[src/cbsd_pkg.sv]
`timescale 1ns / 1ps

package cbsd_pkg;

   // Fixed planes and rounding constants of the dequantizer.
   localparam logic [4:0]  TOP_PLANE   = 5'd30;
   localparam logic [31:0] HALF_ROUND  = 32'h0000_8000;
   localparam int          ROUND_SHIFT = 16;
   localparam int          DOWN_SHIFT  = 15;
   localparam logic [31:0] DOWN_ROUND  = 32'd1 << (DOWN_SHIFT - 1);

   // Configuration register indexes.
   localparam int          CSR_INDEX_WIDTH = 4;
   localparam logic [CSR_INDEX_WIDTH-1:0] CSR_MAGNITUDE_BITS  = 4'd0;
   localparam logic [CSR_INDEX_WIDTH-1:0] CSR_ROI_SHIFT       = 4'd1;
   localparam logic [CSR_INDEX_WIDTH-1:0] CSR_REVERSIBLE_MODE = 4'd2;
   localparam logic [CSR_INDEX_WIDTH-1:0] CSR_SCALE_FACTOR    = 4'd3;

   // Reset values of the configuration registers.
   localparam logic [4:0]  RESET_MAGNITUDE_BITS  = 5'd30;
   localparam logic [4:0]  RESET_ROI_SHIFT       = 5'd0;
   localparam logic        RESET_REVERSIBLE_MODE = 1'b1;
   localparam logic [30:0] RESET_SCALE_FACTOR    = 31'd0;

   typedef struct packed {
      logic [4:0]  magnitude_bits;
      logic [4:0]  roi_shift;
      logic        reversible_mode;
      logic [30:0] scale_factor;
   } cfg_type;

   // Word handed from the front stage to the scaling stage.
   typedef struct packed {
      logic        reversible;
      logic        neg;
      logic [31:0] rev_value;
      logic [15:0] operand;
   } prep_type;

endpackage

[src/codeblock_sample_dequantizer.sv]
`timescale 1ns / 1ps
// Code-block sample dequantizer: sign-magnitude coefficient word in, signed sample out.
// Each accepted word passes through the input, middle and result registers before rsp_valid rises.
// Throughput: one word per cycle; each stage moves on when the stage after it is free.
// The multiply of the irreversible path sits in the back stage, between the middle and result registers.
// Reset (synchronous, active high) empties the pipeline and loads the register defaults.
module codeblock_sample_dequantizer (
   input  logic                                 clock,
   input  logic                                 reset,
   input  logic                                 req_valid,
   output logic                                 req_ready,
   input  logic [31:0]                          req_coeff_word,
   input  logic [7:0]                           req_state_byte,
   output logic                                 rsp_valid,
   input  logic                                 rsp_ready,
   output logic signed [31:0]                   rsp_dequant_value,
   input  logic                                 csr_valid,
   output logic                                 csr_ready,
   input  logic [cbsd_pkg::CSR_INDEX_WIDTH-1:0] csr_index,
   input  logic [31:0]                          csr_data
);
   import cbsd_pkg::*;

   cfg_type     cfg;
   prep_type    prep;
   logic [31:0] result;

   // Pipeline registers.
   logic        in_valid_ff,  in_valid_in;
   logic [31:0] in_coeff_ff;
   logic [7:0]  in_state_ff;
   logic        mid_valid_ff, mid_valid_in;
   prep_type    mid_ff;
   logic        out_valid_ff, out_valid_in;
   logic [31:0] out_value_ff;

   logic        out_en;
   logic        mid_en;
   logic        in_en;

   // Configuration writes are always taken; the user must issue them only while idle, as the block does not enforce it.
   assign csr_ready = 1'b1;

   cbsd_csr u_csr (
      .clock     (clock),
      .reset     (reset),
      .csr_valid (csr_valid),
      .csr_index (csr_index),
      .csr_data  (csr_data),
      .cfg       (cfg)
   );

   // A stage loads whenever it is empty or its word leaves in the same cycle, so a waiting
   // result holds back a stage in front of it only once every stage between them is full.
   assign out_en    = !out_valid_ff || rsp_ready;
   assign mid_en    = !mid_valid_ff || out_en;
   assign in_en     = !in_valid_ff || mid_en;
   assign req_ready = in_en;

   assign in_valid_in  = in_en  ? req_valid    : in_valid_ff;
   assign mid_valid_in = mid_en ? in_valid_ff  : mid_valid_ff;
   assign out_valid_in = out_en ? mid_valid_ff : out_valid_ff;

   // Front stage: sign strip, ROI upshift, plane count and midpoint bit, then
   // both the reversible shift and the 16-bit rounding of the scaled path.
   cbsd_prep u_prep (
      .coeff_word (in_coeff_ff),
      .state_byte (in_state_ff),
      .cfg        (cfg),
      .prep       (prep)
   );

   // Back stage: scale multiply, rounding downshift, sign restore and the choice of path by mode.
   cbsd_scale u_scale (
      .prep          (mid_ff),
      .scale_factor  (cfg.scale_factor),
      .dequant_value (result)
   );

   always_ff @(posedge clock) begin
      if (reset) begin
         in_valid_ff  <= 1'b0;
         mid_valid_ff <= 1'b0;
         out_valid_ff <= 1'b0;
      end else begin
         in_valid_ff  <= in_valid_in;
         mid_valid_ff <= mid_valid_in;
         out_valid_ff <= out_valid_in;
      end
   end

   // Payload registers carry no reset.
   always_ff @(posedge clock) begin
      if (in_en) begin
         in_coeff_ff <= req_coeff_word;
         in_state_ff <= req_state_byte;
      end
      if (mid_en) begin
         mid_ff <= prep;
      end
      if (out_en) begin
         out_value_ff <= result;
      end
   end

   assign rsp_valid         = out_valid_ff;
   assign rsp_dequant_value = $signed(out_value_ff);

endmodule

[src/cbsd_csr.sv]
`timescale 1ns / 1ps

module cbsd_csr (
   input  logic                                 clock,
   input  logic                                 reset,
   input  logic                                 csr_valid,
   input  logic [cbsd_pkg::CSR_INDEX_WIDTH-1:0] csr_index,
   input  logic [31:0]                          csr_data,
   output cbsd_pkg::cfg_type                    cfg
);
   import cbsd_pkg::*;

   cfg_type cfg_ff;
   cfg_type cfg_in;

   always_comb begin
      cfg_in = cfg_ff;
      if (csr_valid) begin
         case (csr_index)
            CSR_MAGNITUDE_BITS:  cfg_in.magnitude_bits  = csr_data[4:0];
            CSR_ROI_SHIFT:       cfg_in.roi_shift       = csr_data[4:0];
            CSR_REVERSIBLE_MODE: cfg_in.reversible_mode = csr_data[0];
            CSR_SCALE_FACTOR:    cfg_in.scale_factor    = csr_data[30:0];
            default:             cfg_in = cfg_ff;
         endcase
      end
   end

   always_ff @(posedge clock) begin
      if (reset) begin
         cfg_ff.magnitude_bits  <= RESET_MAGNITUDE_BITS;
         cfg_ff.roi_shift       <= RESET_ROI_SHIFT;
         cfg_ff.reversible_mode <= RESET_REVERSIBLE_MODE;
         cfg_ff.scale_factor    <= RESET_SCALE_FACTOR;
      end else begin
         cfg_ff <= cfg_in;
      end
   end

   assign cfg = cfg_ff;

endmodule

[src/cbsd_prep.sv]
`timescale 1ns / 1ps

module cbsd_prep (
   input  logic [31:0]        coeff_word,
   input  logic [7:0]         state_byte,
   input  cbsd_pkg::cfg_type  cfg,
   output cbsd_pkg::prep_type prep
);
   import cbsd_pkg::*;

   logic [4:0]  mb;
   logic [4:0]  plsb;
   logic [5:0]  mb_plus;
   logic [31:0] lowmask;
   logic        roi_en;
   logic [31:0] mag;
   logic [31:0] val;
   logic [4:0]  nb;
   logic [4:0]  rshift;
   logic [31:0] rbit;
   logic        nonzero;
   logic [31:0] rev_mag;
   logic [31:0] rev_signed;
   logic [31:0] irr_mag;
   logic [31:0] irr_sum;

   // Out-of-range plane counts are pulled back into 1..30.
   always_comb begin
      if (cfg.magnitude_bits == 5'd0) begin
         mb = 5'd1;
      end else if (cfg.magnitude_bits > TOP_PLANE) begin
         mb = TOP_PLANE;
      end else begin
         mb = cfg.magnitude_bits;
      end
   end

   assign plsb    = 5'd31 - mb;
   assign mb_plus = {1'b0, mb} + 6'd1;
   assign lowmask = 32'hFFFF_FFFF >> mb_plus;
   assign roi_en  = (cfg.roi_shift != 5'd0);
   assign mag     = {1'b0, coeff_word[30:0]};

   // Max-shift upshift only for background samples with no high planes set.
   assign val = (roi_en && ((mag & ~lowmask) == 32'd0)) ? (mag << cfg.roi_shift) : mag;

   assign nb = roi_en ? mb : (5'd31 - state_byte[7:3]);

   // Midpoint bit sits one below the lowest decoded plane.
   assign rshift  = (mb > nb) ? (TOP_PLANE - nb) : (TOP_PLANE - mb);
   assign rbit    = 32'd1 << rshift;
   assign nonzero = (val != 32'd0);

   assign rev_mag    = (nonzero && (nb < mb)) ? (val | rbit) : val;
   assign rev_signed = coeff_word[31] ? (32'd0 - rev_mag) : rev_mag;

   assign irr_mag = nonzero ? (val | rbit) : val;
   assign irr_sum = irr_mag + HALF_ROUND;

   always_comb begin
      prep.reversible = cfg.reversible_mode;
      prep.neg        = coeff_word[31];
      prep.rev_value  = 32'($signed(rev_signed) >>> plsb);
      prep.operand    = irr_sum[31:ROUND_SHIFT];
   end

endmodule

[src/cbsd_scale.sv]
`timescale 1ns / 1ps

module cbsd_scale (
   input  cbsd_pkg::prep_type prep,
   input  logic [30:0]        scale_factor,
   output logic [31:0]        dequant_value
);
   import cbsd_pkg::*;

   logic [31:0] op_ext;
   logic [31:0] product;
   logic [31:0] rounded;
   logic [31:0] shifted;
   logic [31:0] irr_value;

   // Low 32 bits of the signed operand times the unsigned scale.
   assign op_ext  = {{16{prep.operand[15]}}, prep.operand};
   assign product = op_ext * {1'b0, scale_factor};
   assign rounded = product + DOWN_ROUND;
   assign shifted = {{DOWN_SHIFT{rounded[31]}}, rounded[31:DOWN_SHIFT]};

   assign irr_value     = prep.neg ? (32'd0 - shifted) : shifted;
   assign dequant_value = prep.reversible ? prep.rev_value : irr_value;

endmodule

[config.mk]
export PLATFORM = sky130hd
export DESIGN_NAME = codeblock_sample_dequantizer
export DESIGN_NICKNAME = d
export VERILOG_FILES = /design/src/cbsd_pkg.sv /design/src/codeblock_sample_dequantizer.sv /design/src/cbsd_csr.sv /design/src/cbsd_prep.sv /design/src/cbsd_scale.sv
export SDC_FILE = /design/constraint.sdc
export NUM_CORES = 1
export LEC_CHECK = 0
export BUFFER_PORTS_ARGS = -buffer_cell sky130_fd_sc_hd__buf_2
export CAP_MARGIN = 30
export CORE_ASPECT_RATIO = 1.25
export CORE_MARGIN = 4
export CORE_UTILIZATION = 40
export CTS_CLUSTER_SIZE = 28
export DETAILED_ROUTE_END_ITERATION = 10
export MAX_ROUTING_LAYER = met4
export PLACE_DENSITY = 0.54
export REMOVE_ABC_BUFFERS = 1
export SYNTH_ARGS = -nofsm -noshare
export SYNTH_HDL_FRONTEND = slang
export SYNTH_SLANG_ARGS = --single-unit
[constraint.sdc]
create_clock -name clock -period 7.6 [get_ports clock]
set_input_delay 0.38 -clock clock [delete_from_list [all_inputs] [get_ports clock]]
set_output_delay 0.38 -clock clock [all_outputs]
set_load 0.005 [all_outputs]
==> results_dict.tcl <==
set metrics [dict create \
    grt.busiest_layer "met2" \
    io_pins 116 \
    critical_path.endpoint_type "flop" \
    setup_viol 0 \
    synth.area.top_cells "fa_1, edfxtp_1, nand2_1" \
    fin_worst_skew_ns 0.0207 \
    synth_ff_type "edfxtp_1" \
    synth_seq_cells 164 \
    vias 25123 \
    hold_viol_final 0 \
    cp.required_ns 7.82 \
    grt_util_all_layers_pct 30.0 \
    clockBufferDepth 2 \
    syn_to_final_growth_pct 15.0 \
    cp_max_fo 8 \
    syn_inst 3198 \
    multiInputGateArea_mm2 0.0203 \
    first_iter_violations 2298 \
    fp.coreArea_mm2 0.0661 \
    slew_viol_final 0 \
    place.gp.congestion 0.986 \
    slowest_stage "fa_1" \
    antenna_found_initial 1 \
    fmax_ghz 0.133 \
    dp_slack_ns -0.718 \
    ys_async_sr_fraction_pct 0 \
    synth_top_cell_by_area "fa_1" \
    cap_viol_max_count 0 \
    clock_latency_ns 0.51 \
    slew-limit-headroom_pct 26.3 \
    period_share_pct 99.0 \
    cpLargestDelayFamily "adder cells" \
    yosys_warnings 0 \
    worstPathArrival_ns 7.74 \
    grt_use_met3_pct 4.04 \
    min_path_type "in -> reg" \
    grt_first_pass_wirelength_um 159000 \
    first_pass_iters 8 \
    synth_most_common_cell "nand2_1" \
    numCtsBuffers 17 \
    fin_ws_ns 0.0775 \
    ctsHtreeMaxLevel 4 \
    cts_tree "yes" \
    cpMostUsedCell "fa_1" \
    drive_gt1_share_pct 18.5 \
    fp.dieW_um 240 \
    start_util_pct 40.6 \
    peakVddDrop_v 0.000148 \
    synth_top_cells_by_count "nand2_1, inv_1, fa_1, clkbuf_1, nor2_1" \
    fill_cells 6533 \
    grt_max_degree 56 \
    drt-total-wl_um 104000 \
    avgSynthCellArea_um2 8.40 \
    synth.distinct_cells 94 \
    numPortBuffers 110 \
    clock-sinks 164 \
    period_minus_slack_ns 7.52 \
    grtUsageMet2_pct 52.0 \
    ant_nets 0 \
    worst_pin_slew_ns 1.09 \
    path_buf_inv 8 \
    status "complete, no violations" \
    num_rows 105 \
    final_net_count 3858 \
    gr-usage-met1_pct 34.2 \
    critical-path-max-stage-delay_ns 0.52 \
    dp_hpwl_um 82200 \
    netlist_area_mm2 0.0269 \
    die_area_mm2 0.0714 \
    rsz0062_at_grt "true" \
    cp-start-kind "flop" \
    hold_buffers 0 \
    synth_edf_count 119 \
    p_per_area_mw_per_mm2 107 \
    overflow 0 \
    regArea_mm2 0.00448 \
    die_h_um 298 \
    critPathKind "reg -> reg" \
    drc 0 \
    wire_per_inst_um 24.5 \
    yosysSeqAreaShare_pct 16.7 \
    leakagePower_uw 0.0132 \
    vias_per_cell 5.91 \
    grt_pass1_vias 26062 \
    cts_root_buffer "clkbuf_16" \
    clk_pin_slew_worst_paths_ns 0.08 \
    synth_top_area_share_pct 22.7 \
    power_uw 3290 \
]
routing by layer:
layer / vias up / routed length, um
met2: 1012 / 53800
met1: 12624 / 38800
met3: 242 / 5600
li1: 11245 / -
met4: 0 / 5830
met5: - / 0
cell usage in the layout, fill, tap and decap left out, types with 53 or more instances in the layout:
master	n
nand3_1	62
edfxtp_1	119
o21ai_0	91
ha_1	92
mux2i_1	76
buf_4	260
mux4_2	53
nand2_1	444
and2_1	157
buf_2	113
a21oi_1	138
xnor2_1	58
fa_1	300
inv_1	433
nor2_1	174
kinds of logic (layout without fill, tap and decap cells):
logic type                 Yosys count  in the layout  synth area share, %
DFF                                164            164                 16.7
xor gates and xnor gates            80             80                 2.61
buffers and inverters              676            869                 9.62
and+or+nand+nor                   1108           1108                 19.9
adders and majority gates          400            400                 27.1
AOI/OAI and AO/OA                  610            610                 15.5
muxes                              159            159                 8.53
other                                1              2               0.0140
flip-flops by register name, indices dropped and copies added, names as in the netlist:
register	count
mid_ff	50
u_csr.cfg	42
in_coeff_ff	32
rsp_dequant_value	32
in_state_ff	5
in_valid_ff	1
mid_valid_ff	1
rsp_valid	1
stage by stage:
| stage | hold slack [ns] | utilization (%) | cells | instance area [um2] | TNS, ns |
|---|---|---|---|---|---|
| global route | 0.0165 | 46.8 | 4248 | 30900 | -1.98 |
| detailed placement | 0.451 | 44.7 | 4185 | 29600 | -12.67 |
| finish | 0.0416 | 46.8 | 4248 | 30900 | 0 |
| floorplan | 0.402 | - | 2965 | 25900 | -165.44 |
| global placement | 0.445 | 44.6 | 4178 | 29500 | -13.21 |
| CTS | 0.0104 | 46.2 | 4233 | 30500 | -0.212 |
layout make-up:
cell class,instances,share of cell area (%)
multi-input combinational,2358,65.6
tap,856,3.47
clock buffer,17,1.38
inverter,443,5.38
sequential,164,14.5
timing repair buffer,394,9.24
clock inverter,15,0.470
antenna,1,0.00810
timing repair:
item	CTS	global route
setup endpoints to repair	22	47
setup buffers	14	13
pin swaps	13	42
cloned	2	0
resized for setup	53	61
worst paths after layout:
path	startpoint	endpoint	slack, ns	depth (start not counted)
hold / removal	req_state_byte[3]	in_state_ff[3]	0.04	1
hold reg to reg	mid_valid_ff	rsp_valid	0.46	2
setup reg to reg	mid_ff[5]	rsp_dequant_value[24]	0.08	29
setup / recovery	mid_ff[5]	rsp_dequant_value[24]	0.08	29
report_power, final:
part / total (uW) / switching (uW) / internal (uW) / leakage (uW)
Sequential: 1120 / 71.4 / 1050 / 0.00162
Combinational: 1270 / 741 / 532 / 0.0113
Clock: 902 / 443 / 459 / 0.000278
Power figures use the tool's default switching activity.
